File: src/hw/rtl/ucgr_pkg.sv
// ucgr_pkg: shared constants, codes and queue entry type of the glyph renderer
// no dependencies; imported by every module of the block
`timescale 1ns / 1ps
`default_nettype none

package ucgr_pkg;

	// default sizes of the glyph memory
	localparam int DEF_MAX_GLYPH_ROWS = 32;
	localparam int DEF_GLYPH_COUNT    = 256;

	// rows per drawn glyph never exceed this
	localparam int ROW_CAP = 32;

	// operation codes of an input item
	localparam logic [1:0] OP_LOAD_ROW = 2'd0;
	localparam logic [1:0] OP_BEGIN    = 2'd1;
	localparam logic [1:0] OP_TEXT     = 2'd2;

	// configuration register indexes
	localparam int CFG_IDX_W = 2;
	localparam int CFG_DATA_W = 13;
	localparam logic [CFG_IDX_W-1:0] REG_GLYPH_HEIGHT = 2'd0;
	localparam logic [CFG_IDX_W-1:0] REG_SCREEN_WIDTH = 2'd1;

	localparam logic [5:0]  RST_GLYPH_HEIGHT = 6'd16;
	localparam logic [12:0] RST_SCREEN_WIDTH = 13'd640;

	// job queue between front and back
	localparam int Q_DEPTH = 4;
	localparam int Q_PTR_W = 2;

	// one job: either a font row write or a glyph to draw
	typedef struct packed {
		logic        is_write;
		logic [7:0]  code;      // glyph number
		logic [4:0]  row;       // row of a write, zero for a draw
		logic [7:0]  data;      // row bits of a write
		logic [11:0] x;
		logic [11:0] y;
		logic [31:0] color;
		logic [5:0]  height;    // rows to draw, never zero for a draw
	} q_entry_t;

endpackage

`default_nettype wire

File: src/hw/rtl/ucgr_queue.sv
// ucgr_queue: small job fifo between front and back
// uses q_entry_t and depth constants from ucgr_pkg
`timescale 1ns / 1ps
`default_nettype none

module ucgr_queue import ucgr_pkg::*; (
	input  wire        clk,
	input  wire        arst_n,
	input  wire        push,
	input  q_entry_t   push_entry,
	output logic       not_full,
	input  wire        pop,
	output logic       not_empty,
	output q_entry_t   head
);

	q_entry_t             slots_q [Q_DEPTH];
	logic [Q_PTR_W-1:0]   wr_ptr_q, rd_ptr_q;
	logic [Q_PTR_W:0]     count_q;

	assign not_full  = count_q != (Q_PTR_W + 1)'(Q_DEPTH);
	assign not_empty = count_q != '0;
	assign head      = slots_q[rd_ptr_q];

	always_ff @(posedge clk) begin
		if (push) slots_q[wr_ptr_q] <= push_entry;
	end

	always_ff @(posedge clk or negedge arst_n) begin
		if (!arst_n) begin
			wr_ptr_q <= '0;
			rd_ptr_q <= '0;
			count_q  <= '0;
		end else begin
			if (push) wr_ptr_q <= wr_ptr_q + 1'b1;
			if (pop)  rd_ptr_q <= rd_ptr_q + 1'b1;
			case ({push, pop})
				2'b10:   count_q <= count_q + 1'b1;
				2'b01:   count_q <= count_q - 1'b1;
				default: count_q <= count_q;
			endcase
		end
	end

endmodule

`default_nettype wire

File: config.mk
export PLATFORM = sky130hd
export DESIGN_NAME = ucgr_queue
export DESIGN_NICKNAME = d
export VERILOG_FILES = /design/src/hw/rtl/ucgr_pkg.sv /design/src/hw/rtl/ucgr_queue.sv
export SDC_FILE = /design/constraint.sdc
export NUM_CORES = 1
export LEC_CHECK = 0
export BUFFER_PORTS_ARGS = -buffer_cell sky130_fd_sc_hd__buf_2
export CAP_MARGIN = 15
export CORE_AREA = 2 2 172 141
export CTS_CLUSTER_DIAMETER = 80
export CTS_CLUSTER_SIZE = 30
export DETAILED_ROUTE_END_ITERATION = 6
export DIE_AREA = 0 0 174 143
export GPL_TIMING_DRIVEN = 1
export PLACE_DENSITY = 0.74
export SYNTH_ARGS = -nofsm -noshare
export SYNTH_HDL_FRONTEND = slang
export SYNTH_SLANG_ARGS = --single-unit
File: constraint.sdc
create_clock -name clk -period 7.2 [get_ports clk]
set_input_delay 1.08 -clock clk [delete_from_list [all_inputs] [get_ports clk]]
set_output_delay 1.08 -clock clk [all_outputs]
set_load 0.02 [all_outputs]
Yosys cells after proc, flatten, opt, wreduce, memory -nomap -nowiden

Memories as Yosys holds them, arrays and structs flattened.
Index checks and enable logic that the tools add are counted.

$add $sub $neg: 4
Equality and inequality tests: 3
Mux-type cells: 3
Reduce and logical (&&, ||, !) cells: 2

Operators with widths:

| kind                                             | count |
|---|---|
| one-hot mux 3 bit (2 select lines)               | 1 |
| adder 2 x 1 -> 2 bit, second input constant      | 2 |
| adder 3 x 1 -> 3 bit, second input constant      | 1 |
| inequality test 3 bit, second input constant     | 1 |
| nonzero test 3 bit                               | 1 |
| subtractor 3 x 1 -> 3 bit, second input constant | 1 |
| == test 2 x 1 -> 1 bit, second input constant    | 1 |
| == test 2 bit, second input constant             | 1 |
| two-way mux 1 bit                                | 2 |
| nonzero test 2 bit                               | 1 |

Bits in registers: 7
Memory bits (writable): 336
Input port bits: 88
Output and inout bits: 86
Memories: 1

Memories:

| name    | depth | bits a word | read ports | clocked after memory_dff | write ports | RTL line         | RTL |
|---|---|---|---|---|---|---|---|
| slots_q | 4     | 84          | 1          | 0                        | 1           | ucgr_queue.sv:17 | `q_entry_t slots_q [Q_DEPTH];` |

Depth between registers and ports, before layout

Depth after elaboration: 2
Depth in mapped cells: 7
Gate-level depth less buffers: 7

Worst setup path after synthesis

Ideal clock, no wire load.

Path type: input port to flip-flop
Start point: input push
End point: memory slots_q[0][0] (netlist bit), enable pin
Data arrival time: 3,032 ps
Required time: 6,749 ps
Slack: 3,716 ps
Stages on the path: 1
Path buffers: 0
Cell sequence: and2_1

Word-level cells in the longest chain between the ends: 2

RTL lines:

| what                                    | RTL line         | RTL |
|---|---|---|
| from (decl)                             | ucgr_queue.sv:9  | `input wire push,` |
| two-way mux 1 bit                       | ucgr_queue.sv:26 | `if (push) slots_q[wr_ptr_q] <= push_entry;` |
| two-way mux 1 bit (not written as such) | ucgr_queue.sv:26 |  |
| to (decl)                               | ucgr_queue.sv:17 |  |

Every way passes these cells.

==> metrics.md <==
| Metric | Value |
|---|---|
| Status | completed |
| Max cap viols | 0 |
| CTS tree | done |
| Clk_lat worst skew | about 0.5 ns |
| Met1 Wirelength | 9.35 mm |
| Setup crit start | rd_ptr_q[0]$_DFFE_PN0P_ |
| Met2 Routed Length | about 11 mm |
| Synth Register Bits | about 340 |
| Starting density of the core | 54.5% |
| Clock Pin Slew Worst Setup and Hold Paths | around 0.1 ns |
| Metal3 WL | between 1.5 and 2 mm |
| Area grow syn2layout | 12.4% |
| CTS resizes | 0 |
| Core area | roughly 23,000 µm² |
| Vias per cell | 5.67 |
| Post-synth top cells | edfxtp_1 (336), mux4_2 (84), dfrtp_1 (7), buf_2 (6), inv_1 (6) |
| Yosys warns | 0 |
| IO Count | 174 |
| Mapped cell area | about 13,000 µm² |
| Max FO, Critical Path | 49 |
| FMAX | 0.235 GHz |
| Via count | 5,504 |
| Postcts setup bufs | 0 |
| Power Density | 394 nW/µm² |
| Top cell type's share of synthesized area | 80.3% |
| Maximum clock path buffer count | 3 |
| Worst setup path endpoint | head[28] |
| Top routing layer used | met5 |
| CP arrival | around 3.2 ns |
| Cts hold-fix bufs | 0 |
| Vias in the first global route | 5,882 |
| Reg-to-reg startpoint | wr_ptr_q[0]$_DFFE_PN0P_ |
| GP Congestion | 0.725 |
| Min-delay worst type | in -> async |
| DR iter-0 viols | between 500 and 600 |
| Port buffer count | 173 |
| GRT overflow | 0 |
| Most numerous cell in the Yosys netlist | edfxtp_1 |
| Setup TNS | 0 ns |
| Pre-CTS setup slack | between 3 and 4 ns |
| DRT Pass-1 Iters | 5 |
| Chip Width | 174 µm |
| Setup ws final | 2.94 ns |
| Synth top area cells | edfxtp_1 (80%), mux4_2 (15%), dfrtp_1 (1.4%) |
| Placed wire-length estimate | 13.3 mm |
| Leakage power | 4.74 nW |
| Synth async-reset ratio | 2.04% |
| Nets@finish | around 750 |
| Total track usage | 17.8% |
| Seq/Total Area, Yosys | 81.7% |
| Fillers | between 1,500 and 2,000 |
| CTS buffer count | 15 |
| Critical path type | reg -> out |
| ANT nets after route | 0 |
| H-tree depth | 1 |
| Layout cells sized above 1 | 43.7% |
| Post-Layout Cell Count | 971 |
| Final setup vio count | 0 |
| Maximum vdd drop | 0.206 mV |
| CP Capture Type | output pin |
| Total power draw | 5.56 mW |
| Slew at the pin closest to its max-slew limit | about 1 ns |
| Final hold vios | 0 |
| Syn Inst Count | 476 |
| Avg Inst Size Synth | 26.4 µm² |
| FP Rows | 50 |
| Rel. slew slack | around a third |
| EDFF count, synth | approximately 340 |
| DR WL/cell | around 23 µm |
| CTS Root Cell | clkbuf_16 |
| Die Y | 143 µm |
| Synth cell types | 19 |
| First-pass GRT wire length | 33.5 mm |
| Post-synth top area cell | edfxtp_1 |
| Clock Skews | roughly 0.014 ns |
| # DRC | 0 |
| Initial antenna violation count | 5 |
| Total Routed Length | 22.0 mm |
| # placed instances | 948 |
| Post-synth top flop | edfxtp_1 |
| RSZ-0062 raised after global routing | no |
| Post-route minimum period | 4.26 ns |
| Largest net degree at the start of global routing | between 50 and 60 |
| Max Slew Vio Count | 0 |
| Core Util, Final | between 60% and 70% |
| Cells on worst reg2reg path | 4 |
| R2R setup slack | 4.87 ns |
| CP required | 6.12 ns |
| R2R Path End | slots_q[0][27]$_DFFE_PP_ |
| Ratio of final minimum period to clock period | 59.1% |
| Die area | around 25,000 µm² |
| Sink Count | 343 |
| Post-Syn Nets | 570 |
| Worst setup SP type | flop |
## cell families after synthesis
logic type               after synthesis  share of synthesized area (%)
AO/OA/AOI/OAI                          2                         0.0797
flip-flops                           343                           81.7
AND/OR/NAND/NOR                       10                          0.408
adder cells (fa/ha/maj)                6                          0.658
XOR/XNOR                               6                          0.418
buffers and inverters                 25                           1.63
multiplexers                          84                           15.1
## layer usage
metal | GRT usage, % | vias up
met1 | 24.6 | 2911
li1 | - | 2372
met4 | 3.67 | 4
met2 | 29.5 | 187
met3 | 4.58 | 30
met5 | 0 | -
## cells in the final DEF (no fill, tap or decap)
cell type,Yosys,routed
clkinv_4,0,1
xnor2_1,2,2
dfrtp_4,0,2
clkbuf_1,0,2
nand3_1,1,1
o21ai_0,2,2
mux4_2,84,84
xor2_1,4,4
dfrtp_1,7,5
nor2_1,1,1
clkinv_1,0,1
inv_1,6,6
and2_4,0,4
inv_6,0,1
or3_1,1,1
ha_1,5,5
fa_1,1,1
clkbuf_16,0,15
edfxtp_1,336,336
diode_2,0,2
buf_4,4,6
clkbuf_8,0,1
nand2_1,3,3
buf_2,6,173
## power by group
group | internal [mW] | switching (mW) | total, mW
Clock | 0.400 | 0.545 | 0.945
Sequential | 2.61 | 0.201 | 2.81
Combinational | 0.755 | 1.05 | 1.81
Total | 3.76 | 1.80 | 5.56
## worst min-delay path by stage
stage	to	slack, ns	cells after the start
after global placement	count_q[2]$_DFFE_PN0P_	0.47	1
after CTS	wr_ptr_q[1]$_DFFE_PN0P_	0.39	1
final	count_q[2]$_DFFE_PN0P_	0.40	1
after floorplan	count_q[2]$_DFFE_PN0P_	0.46	1
after global routing	wr_ptr_q[0]$_DFFE_PN0P_	0.40	1
after detailed placement	count_q[2]$_DFFE_PN0P_	0.51	1
## stage by stage
stage               instance area, µm²  hold WS, ns
CTS                              14100        0.387
floorplan                        12600        0.458
detailed placement               13700        0.509
global placement                 13700        0.471
finish                           14100        0.399
global route                     14100        0.400
## worst max-delay path, cell delays in order, from the launching register on
cell     delay, ns
dfrtp_4       1.09
buf_4         0.73
mux4_2        0.63
buf_2         0.18
## layout make-up
cell class,instances,area (µm²),area share [%]
Inverter,6,22.5,0.160
Timing Repair Buffer,179,911,6.45
Sequential cell,343,10300,72.8
Multi-Input combinational cell,108,2100,14.9
Tap cell,312,390,2.77
Antenna cell,2,5.00,0.0355
Clock inverter,3,21.3,0.151
Clock buffer,18,397,2.81
## registers in the layout, indices dropped and copies added (netlist names)
signal / count
slots_q: 336
rd_ptr_q: 2
wr_ptr_q: 2
count_q: 3
Power figures use the tool's default switching activity.
