File: src/hw/rtl/ucgr_pkg.sv
// ucgr_pkg: shared constants, codes and queue entry type of the glyph renderer
// no dependencies; imported by every module of the block
`timescale 1ns / 1ps
`default_nettype none

package ucgr_pkg;

	// default sizes of the glyph memory
	localparam int DEF_MAX_GLYPH_ROWS = 32;
	localparam int DEF_GLYPH_COUNT    = 256;

	// rows per drawn glyph never exceed this
	localparam int ROW_CAP = 32;

	// operation codes of an input item
	localparam logic [1:0] OP_LOAD_ROW = 2'd0;
	localparam logic [1:0] OP_BEGIN    = 2'd1;
	localparam logic [1:0] OP_TEXT     = 2'd2;

	// configuration register indexes
	localparam int CFG_IDX_W = 2;
	localparam int CFG_DATA_W = 13;
	localparam logic [CFG_IDX_W-1:0] REG_GLYPH_HEIGHT = 2'd0;
	localparam logic [CFG_IDX_W-1:0] REG_SCREEN_WIDTH = 2'd1;

	localparam logic [5:0]  RST_GLYPH_HEIGHT = 6'd16;
	localparam logic [12:0] RST_SCREEN_WIDTH = 13'd640;

	// job queue between front and back
	localparam int Q_DEPTH = 4;
	localparam int Q_PTR_W = 2;

	// one job: either a font row write or a glyph to draw
	typedef struct packed {
		logic        is_write;
		logic [7:0]  code;      // glyph number
		logic [4:0]  row;       // row of a write, zero for a draw
		logic [7:0]  data;      // row bits of a write
		logic [11:0] x;
		logic [11:0] y;
		logic [31:0] color;
		logic [5:0]  height;    // rows to draw, never zero for a draw
	} q_entry_t;

endpackage

`default_nettype wire

File: src/hw/rtl/ucgr_ifs.sv
// ucgr_ifs: valid/ready channel interfaces of the glyph renderer
// text input, row output and configuration write; no dependencies
`timescale 1ns / 1ps
`default_nettype none

interface ucgr_in_if;
	logic        valid;
	logic        ready;
	logic [1:0]  op;
	logic [7:0]  glyph_index;
	logic [4:0]  glyph_row;
	logic [7:0]  font_row_bits;
	logic [11:0] start_x;
	logic [11:0] start_y;
	logic [31:0] text_color;
	logic [7:0]  text_byte;
	logic        end_of_text;

	modport source(output valid, op, glyph_index, glyph_row, font_row_bits, start_x,
		start_y, text_color, text_byte, end_of_text, input ready);
	modport sink(input valid, op, glyph_index, glyph_row, font_row_bits, start_x,
		start_y, text_color, text_byte, end_of_text, output ready);
endinterface


interface ucgr_cfg_if;
	logic        valid;
	logic        ready;
	logic [1:0]  index;
	logic [12:0] data;

	modport source(output valid, index, data, input ready);
	modport sink(input valid, index, data, output ready);
endinterface

`default_nettype wire

File: src/hw/rtl/ucgr_front.sv
// ucgr_front: accepts items, holds cursor and utf-8 state and configuration,
// and pushes font writes and glyph draws into the job queue; uses ucgr_pkg
`timescale 1ns / 1ps
`default_nettype none

module ucgr_front import ucgr_pkg::*; #(
	parameter int MAX_GLYPH_ROWS = DEF_MAX_GLYPH_ROWS
) (
	input  wire        clk,
	input  wire        arst_n,
	ucgr_in_if.sink    text_in,
	ucgr_cfg_if.sink   cfg,
	input  wire        q_ready,
	output logic       q_push,
	output q_entry_t   q_entry
);

	localparam int HCAP = (MAX_GLYPH_ROWS < ROW_CAP) ? MAX_GLYPH_ROWS : ROW_CAP;

	logic [5:0]  glyph_height_q;
	logic [12:0] screen_width_q;
	logic [12:0] cursor_x_q, cursor_x_d;
	logic [11:0] cursor_y_q, cursor_y_d;
	logic [31:0] draw_color_q, draw_color_d;
	logic        lead_pending_q, lead_pending_d;
	logic [7:0]  lead_byte_q, lead_byte_d;
	logic        string_done_q, string_done_d;

	logic        accept;
	logic [5:0]  h_eff;
	logic [13:0] clip_sum;
	logic        clip;
	logic [4:0]  hi;
	logic [5:0]  lo;
	logic        cyr_ok;
	logic [7:0]  cyr_code;
	logic [7:0]  b;

	assign text_in.ready = q_ready;
	assign cfg.ready     = 1'b1;
	assign accept        = text_in.valid && q_ready;
	assign b             = text_in.text_byte;

	assign h_eff    = (glyph_height_q > 6'(HCAP)) ? 6'(HCAP) : glyph_height_q;
	assign clip_sum = {1'b0, cursor_x_q} + 14'd8;
	assign clip     = clip_sum > {1'b0, screen_width_q};

	// d0/d1 pairs map onto code page glyphs
	assign hi     = lead_byte_q[4:0];
	assign lo     = b[5:0];
	assign cyr_ok = (hi == 5'd16) || (hi == 5'd17);
	always_comb begin
		if (lo < 6'd16) begin
			cyr_code = (lo == 6'd1 && hi == 5'd16) ? 8'd240 : 8'd224 + {2'b00, lo};
		end else begin
			cyr_code = (lo == 6'd17 && hi == 5'd17) ? 8'd241 : 8'd128 + {2'b00, lo} - 8'd16;
		end
	end

	always_comb begin
		cursor_x_d     = cursor_x_q;
		cursor_y_d     = cursor_y_q;
		draw_color_d   = draw_color_q;
		lead_pending_d = lead_pending_q;
		lead_byte_d    = lead_byte_q;
		string_done_d  = string_done_q;
		q_push         = 1'b0;
		q_entry.is_write = 1'b0;
		q_entry.code     = b;
		q_entry.row      = '0;
		q_entry.data     = text_in.font_row_bits;
		q_entry.x        = cursor_x_q[11:0];
		q_entry.y        = cursor_y_q;
		q_entry.color    = draw_color_q;
		q_entry.height   = h_eff;
		if (accept) begin
			case (text_in.op)
				OP_LOAD_ROW: begin
					if (32'(text_in.glyph_row) < MAX_GLYPH_ROWS) begin
						q_push           = 1'b1;
						q_entry.is_write = 1'b1;
						q_entry.code     = text_in.glyph_index;
						q_entry.row      = text_in.glyph_row;
					end
				end
				OP_BEGIN: begin
					cursor_x_d     = {1'b0, text_in.start_x};
					cursor_y_d     = text_in.start_y;
					draw_color_d   = text_in.text_color;
					lead_pending_d = 1'b0;
					lead_byte_d    = '0;
					string_done_d  = 1'b0;
				end
				OP_TEXT: begin
					if (!string_done_q) begin
						if (lead_pending_q) begin
							// continuation byte, never clipped
							lead_pending_d = 1'b0;
							q_entry.code   = cyr_code;
							q_push         = cyr_ok && (h_eff != '0);
							cursor_x_d     = cursor_x_q + 13'd8;
							if (text_in.end_of_text) string_done_d = 1'b1;
						end else if (clip) begin
							string_done_d = 1'b1;
						end else if (b[7:5] == 3'b110) begin
							if (text_in.end_of_text) begin
								string_done_d = 1'b1;
							end else begin
								lead_pending_d = 1'b1;
								lead_byte_d    = b;
							end
						end else if (b == 8'd0) begin
							string_done_d = 1'b1;
						end else begin
							// high bytes alone draw nothing but advance
							q_push     = !b[7] && (h_eff != '0);
							cursor_x_d = cursor_x_q + 13'd8;
							if (text_in.end_of_text) string_done_d = 1'b1;
						end
					end
				end
				default: begin
				end
			endcase
		end
	end

	always_ff @(posedge clk or negedge arst_n) begin
		if (!arst_n) begin
			glyph_height_q <= RST_GLYPH_HEIGHT;
			screen_width_q <= RST_SCREEN_WIDTH;
			cursor_x_q     <= '0;
			cursor_y_q     <= '0;
			draw_color_q   <= '0;
			lead_pending_q <= 1'b0;
			lead_byte_q    <= '0;
			string_done_q  <= 1'b1;
		end else begin
			if (cfg.valid) begin
				case (cfg.index)
					REG_GLYPH_HEIGHT: glyph_height_q <= cfg.data[5:0];
					REG_SCREEN_WIDTH: screen_width_q <= cfg.data;
					default: begin
					end
				endcase
			end
			cursor_x_q     <= cursor_x_d;
			cursor_y_q     <= cursor_y_d;
			draw_color_q   <= draw_color_d;
			lead_pending_q <= lead_pending_d;
			lead_byte_q    <= lead_byte_d;
			string_done_q  <= string_done_d;
		end
	end

endmodule

`default_nettype wire

File: src/flat_wrapper.sv
// flat-port wrapper written by rule: the top's interface ports become plain ports
module ucgr_front_flat import ucgr_pkg::*;
#(
	parameter int MAX_GLYPH_ROWS = DEF_MAX_GLYPH_ROWS
)
  (clk, arst_n, q_ready, q_push, q_entry, text_in_valid, text_in_op, text_in_glyph_index, text_in_glyph_row, text_in_font_row_bits, text_in_start_x, text_in_start_y, text_in_text_color, text_in_text_byte, text_in_end_of_text, text_in_ready, cfg_valid, cfg_index, cfg_data, cfg_ready);
  ucgr_in_if text_in_i ();
  ucgr_cfg_if cfg_i ();
  input  wire clk;
  input  wire arst_n;
  input  wire q_ready;
  output logic q_push;
  output q_entry_t q_entry;
  input wire logic [$bits(text_in_i.valid)-1:0] text_in_valid;
  input wire logic [$bits(text_in_i.op)-1:0] text_in_op;
  input wire logic [$bits(text_in_i.glyph_index)-1:0] text_in_glyph_index;
  input wire logic [$bits(text_in_i.glyph_row)-1:0] text_in_glyph_row;
  input wire logic [$bits(text_in_i.font_row_bits)-1:0] text_in_font_row_bits;
  input wire logic [$bits(text_in_i.start_x)-1:0] text_in_start_x;
  input wire logic [$bits(text_in_i.start_y)-1:0] text_in_start_y;
  input wire logic [$bits(text_in_i.text_color)-1:0] text_in_text_color;
  input wire logic [$bits(text_in_i.text_byte)-1:0] text_in_text_byte;
  input wire logic [$bits(text_in_i.end_of_text)-1:0] text_in_end_of_text;
  output wire logic [$bits(text_in_i.ready)-1:0] text_in_ready;
  input wire logic [$bits(cfg_i.valid)-1:0] cfg_valid;
  input wire logic [$bits(cfg_i.index)-1:0] cfg_index;
  input wire logic [$bits(cfg_i.data)-1:0] cfg_data;
  output wire logic [$bits(cfg_i.ready)-1:0] cfg_ready;
  assign text_in_i.valid = text_in_valid;
  assign text_in_i.op = text_in_op;
  assign text_in_i.glyph_index = text_in_glyph_index;
  assign text_in_i.glyph_row = text_in_glyph_row;
  assign text_in_i.font_row_bits = text_in_font_row_bits;
  assign text_in_i.start_x = text_in_start_x;
  assign text_in_i.start_y = text_in_start_y;
  assign text_in_i.text_color = text_in_text_color;
  assign text_in_i.text_byte = text_in_text_byte;
  assign text_in_i.end_of_text = text_in_end_of_text;
  assign text_in_ready = text_in_i.ready;
  assign cfg_i.valid = cfg_valid;
  assign cfg_i.index = cfg_index;
  assign cfg_i.data = cfg_data;
  assign cfg_ready = cfg_i.ready;
  ucgr_front #(.MAX_GLYPH_ROWS(MAX_GLYPH_ROWS)) u_core (.clk(clk), .arst_n(arst_n), .text_in(text_in_i), .cfg(cfg_i), .q_ready(q_ready), .q_push(q_push), .q_entry(q_entry));
endmodule
File: config.mk
export PLATFORM = sky130hd
export DESIGN_NAME = ucgr_front_flat
export DESIGN_NICKNAME = d
export VERILOG_FILES = /design/src/hw/rtl/ucgr_pkg.sv /design/src/hw/rtl/ucgr_ifs.sv /design/src/hw/rtl/ucgr_front.sv /design/src/flat_wrapper.sv
export SDC_FILE = /design/constraint.sdc
export NUM_CORES = 1
export LEC_CHECK = 0
export ABC_AREA = 0
export BUFFER_PORTS_ARGS = -buffer_cell sky130_fd_sc_hd__buf_2
export CAP_MARGIN = 25
export CORE_MARGIN = 2
export CORE_UTILIZATION = 50
export CTS_BUF_LIST = sky130_fd_sc_hd__clkbuf_8
export DETAILED_ROUTE_END_ITERATION = 8
export PLACE_DENSITY = 0.82
export SETUP_SLACK_MARGIN = 0.4
export SLEW_MARGIN = 20
export SYNTH_ARGS = -nofsm -noshare
export SYNTH_HDL_FRONTEND = slang
export SYNTH_SLANG_ARGS = --single-unit
File: constraint.sdc
create_clock -name clk -period 3.9 [get_ports clk]
set_input_delay 0.78 -clock clk [delete_from_list [all_inputs] [get_ports clk]]
set_output_delay 0.78 -clock clk [all_outputs]
set_load 0.1 [all_outputs]
Yosys cells after proc, flatten, opt, wreduce, memory -nomap -nowiden --
Index checks and enable logic that the tools add are counted. W data, S select, Z words.
Word-level totals: bits in registers 83, bits in latches 0, bits in writable memories 0, bits in read-only memories 0, output and inout port bits 87, logic and storage cells 93, memories kept 0
Cells by class: add/subtract/negate cells 5, multipliers 0, div/mod/pow operators 0, order comparisons 3, equal/unequal tests 16, shifts and indexed selects 0, mux-type cells 42, bitwise operators 0, reduce and logical (&&, ||, !) cells 19
Operators with widths (number):
- $mux W13 | 5
- $mux W8 | 5
- $mux W5 | 6
- $pmux W13 S2 | 1
- $mux W1 | 18
- $pmux W8 S2 | 1
- $add A13 B4 Y14 const B | 1
- $gt A14 B13 Y1 | 1
- $mux W14 | 1
- $add A13 B4 Y13 const B | 1
- $eq A5 B5 Y1 const B | 2
- $pmux W5 S2 | 1
- $ne A3 B2 Y1 const B | 3
- $add A6 B7 Y8 const A | 1
- $add A8 B6 Y8 const A | 1
- $logic_not A8 Y1 | 1
- $ne A2 B2 Y1 const B | 4
- $reduce_and A2 Y1 | 4
- $sub A8 B5 Y8 const B | 1
- $reduce_and A7 Y1 | 1
- $eq A6 B1 Y1 const B | 1
- $eq A6 B5 Y1 const B | 1
- $gt A6 B6 Y1 const B | 1
- $lt A6 B5 Y1 const B | 1
- 14 further kinds | 22

Logic depth before layout (Yosys ltp) --
depth in word-level cells 11, mapped depth 14, mapped depth without buffers 12

Least setup slack after synthesis --
OpenSTA, ideal clock, no wires.
kind input-to-output, start in text_in_op[0], end out q_entry[80] (netlist bit), data arrival time 3.887 ns, required time 3.120 ns, path slack -0.767 ns, cell stages on the path 6, path buffers 0, cells stage by stage inv_1 ha_1 nand3_1 or3_1 o21bai_1 o21ai_0
RTL lines:
- start, declared | line flat_wrapper.sv:15 | input wire logic [$bits(text_in_i.op)-1:0] text_in_op;
- end, declared | line flat_wrapper.sv:13 | output q_entry_t q_entry;

Final worst setup path --
start reg u_core.cursor_x_q[6], end out q_push
On the way: cells in the longest elaborated chain, start to end 7
Ends and longest elaborated chain:
- start, declared | line ucgr_front.sv:22 | logic [12:0] cursor_x_q, cursor_x_d;
- start signal, assigned | line ucgr_front.sv:147 | cursor_x_q <= cursor_x_d;
- $add A13 B4 Y14 | line ucgr_front.sv:45 | assign clip_sum = {1'b0, cursor_x_q} + 14'd8;
- $gt A14 B13 Y1 | line ucgr_front.sv:46 | assign clip = clip_sum > {1'b0, screen_width_q};
- $mux W1 | line ucgr_front.sv:103 | end else if (clip) begin
- $mux W1 | line ucgr_front.sv:96 | if (lead_pending_q) begin
- $mux W1 | line ucgr_front.sv:95 | if (!string_done_q) begin
- $pmux W1 S2 | line ucgr_front.sv:77 | case (text_in.op)
- $mux W1 | line ucgr_front.sv:76 | if (accept) begin
- end, declared | line flat_wrapper.sv:12 | output logic q_push;
Every way passes these cells.

==> results.cfg <==
[clocking]
cts_tree = done
cts.sinks = 83
cts.path.max_buffers = 2
postCtsHoldBufs = 0
htree_levels = 3
clkTransAtPathRegs_ps = 100
cts-root-buf = clkbuf_8
cts_buffers = 9
clk_latency_ps = 350

[synthesis]
yosysTopAreaCell = dfrtp_1
synth_cell_type_count = 62
syn_inst = 436
synthMostInstantiatedCell = dfrtp_1
avgSynthCellArea_um2 = 11.0
ys_ff_latch = 83
synth_common_cells = dfrtp_1, mux2_2, nand3_1, nand2_1, inv_1
ys_seq_area_frac = 0.435
synth_edf_count = 0
synth-main-ff-cell = dfrtp_1
syn-num-nets = 564
async_flop_share = 1.00
synth.area.top_cells = dfrtp_1, mux2_2, ha_1
ys_warn_count = 0
syn_area_um2 = 4790
synth_top_area_frac = 0.413

[grt]
grt_pass1_vias = 4181
grt_pass1_wl_um = 19500
grt_max_degree = 84
grt.total_usage = 0.238
antenna_found_initial = 0
grt_overflow = 0

[detailed_routing]
viasPerCell = 5.43
ant_nets = 0
routedWlPerCell_um = 16.4
num_vias = 3998
wl_um = 12100
drtIter0Drc = 144
drt_pass1_iterations = 4
drcViolationCount = 0

[critical_path]
critical_path.slowest_cell = dfrtp_2
path_buf_inv = 1
cp_slowest_stage_delay_ps = 400
startpoint = u_core.cursor_x_q[6]
cp_max_fo = 8
worst_setup_path_start_kind = register
critPathCaptureType = output port
crit_arrival_ps = 3080
crit_family = compound AO/OA/AOI/OAI gates
path_cells = nand3_4, nor3_2, xor2_1, ha_1, and3_4, nand4_1, a311o_2, a31oi_4, o32ai_2, a21o_4, buf_12
critical_path_class = register to output port
r2r_cells = 11
r2r-start = u_core.cursor_x_q[6]
required_ps = 3120
path_depth = 11

[timing]
finalCritPeriodShare = 0.990
rsz0062_at_grt = true
holdWs_ps = 458
finalHoldViolCount = 0
drv_slew = 0
worst_slack_ps = 37.8
timing.fmax_ghz = 0.259
clock-skew-final_ps = 9.93
period_needed_ps = 3860
setup-tns-final_ps = 0
tightest_slew_ps = 848
setup_viol = 0
max_slew_margin = 0.434

[place]
hpwl_um = 9050
pre_cts_ws_ps = 292
port_buffers = 177
place.gp.congestion = 0.903
placed_area_um2 = 5820

[power_and_ir_drop]
ir_worst_vdd_mv = 0.517
p_leak_nw = 3.01
p_per_area_nw_per_um2 = 737

[die]
rows = 35
die-width_um = 102
die_area_um2 = 10400
num_io_pins = 195
core_area_um2 = 9280
initial_core_util = 0.515
dieHeight_um = 102

[run_status]
status = finished, final reports clean

[finish]
finalInstanceArea_um2 = 6170
diodes = 0
fin_nets = 730
drive_gt1_frac = 0.552
final_core_util = 0.665
syn_to_final_growth_pct = 29.0

[hold_path]
hp-class = primary input to async pin

[flow_run]
maxCapViolations = 0
-- stage by stage --
stage          std cells  power (mW)
3_3_place_gp         707        3.71
5_1_grt              736        4.76
2_1_floorplan        436        3.44
4_1_cts              735        4.54
6_report             736        4.55
3_5_place_dp         707        3.78
-- registers in the layout, summed over array words and instances, names as in the netlist --
| name | cells |
|---|---|
| u_core.lead_byte_q | 5 |
| u_core.lead_pending_q | 1 |
| u_core.glyph_height_q | 6 |
| u_core.screen_width_q | 13 |
| u_core.string_done_q | 1 |
| u_core.cursor_y_q | 12 |
| u_core.cursor_x_q | 13 |
| u_core.draw_color_q | 32 |
-- layer usage --
layer | GRT usage | vias up | wire, µm
li1 | - | 1890 | -
met1 | 0.281 | 1926 | 4730
met2 | 0.416 | 160 | 6170
met3 | 0.0657 | 22 | 962
met4 | 0.0882 | 0 | 202
met5 | 0 | - | 0
-- logic make-up (layout without fill, tap and decap cells) --
logic type	Yosys count	after routing	share of synthesized area
fa+ha+maj	20	20	0.0523
simple gates	126	126	0.153
buf+inv	68	239	0.0797
other cells	1	1	0.000784
mux	71	71	0.166
flops	83	83	0.435
compound gates	61	61	0.102
xor+xnor	6	6	0.0110
-- power by group --
part / switching [mW] / internal [mW]
sequential: 0.187 / 1.09
clock: 0.344 / 0.307
combinational: 1.95 / 0.678
total: 2.48 / 2.07
-- final cells by class --
type                            instances  area [µm²]
Clock buffer                            9         124
Clock inverter                          7        82.6
Fill cell                             755        3110
Inverter                               26        97.6
Multi-Input combinational cell        285        2470
Sequential cell                        83        2090
Tap cell                              129         161
Timing Repair Buffer                  197        1150
-- path summary, 6_finish.rpt --
kind,to,slack (ps)
setup reg to reg,u_core.cursor_x_q[3],790
max in group asynchronous,u_core.cursor_x_q[5],2900
setup / recovery,q_push,40
min in group clk,u_core.cursor_y_q[4],510
hold / removal,u_core.screen_width_q[12],460
hold reg to reg,u_core.cursor_y_q[4],510
-- cells in the final DEF (no fill, tap or decap), types with 7 or more instances in the layout --
| master | netlist | routed |
|---|---|---|
| buf_12 | 0 | 7 |
| buf_2 | 1 | 169 |
| buf_4 | 24 | 20 |
| clkbuf_8 | 0 | 9 |
| dfrtp_1 | 79 | 70 |
| dfrtp_2 | 0 | 9 |
| ha_1 | 20 | 17 |
| inv_1 | 26 | 25 |
| mux2_2 | 67 | 67 |
| nand2_1 | 28 | 25 |
| nand3_1 | 30 | 29 |
| nor2_1 | 10 | 10 |
| nor2b_1 | 7 | 7 |
-- what timing repair did --
action                                  4_1_cts  5_1_grt
endpoints found under the setup margin        1        1
pin swaps                                     8        3
gates resized for setup                       6        5
setup buffers                                12        1
Note: power is estimated with default switching activity, not from simulation.
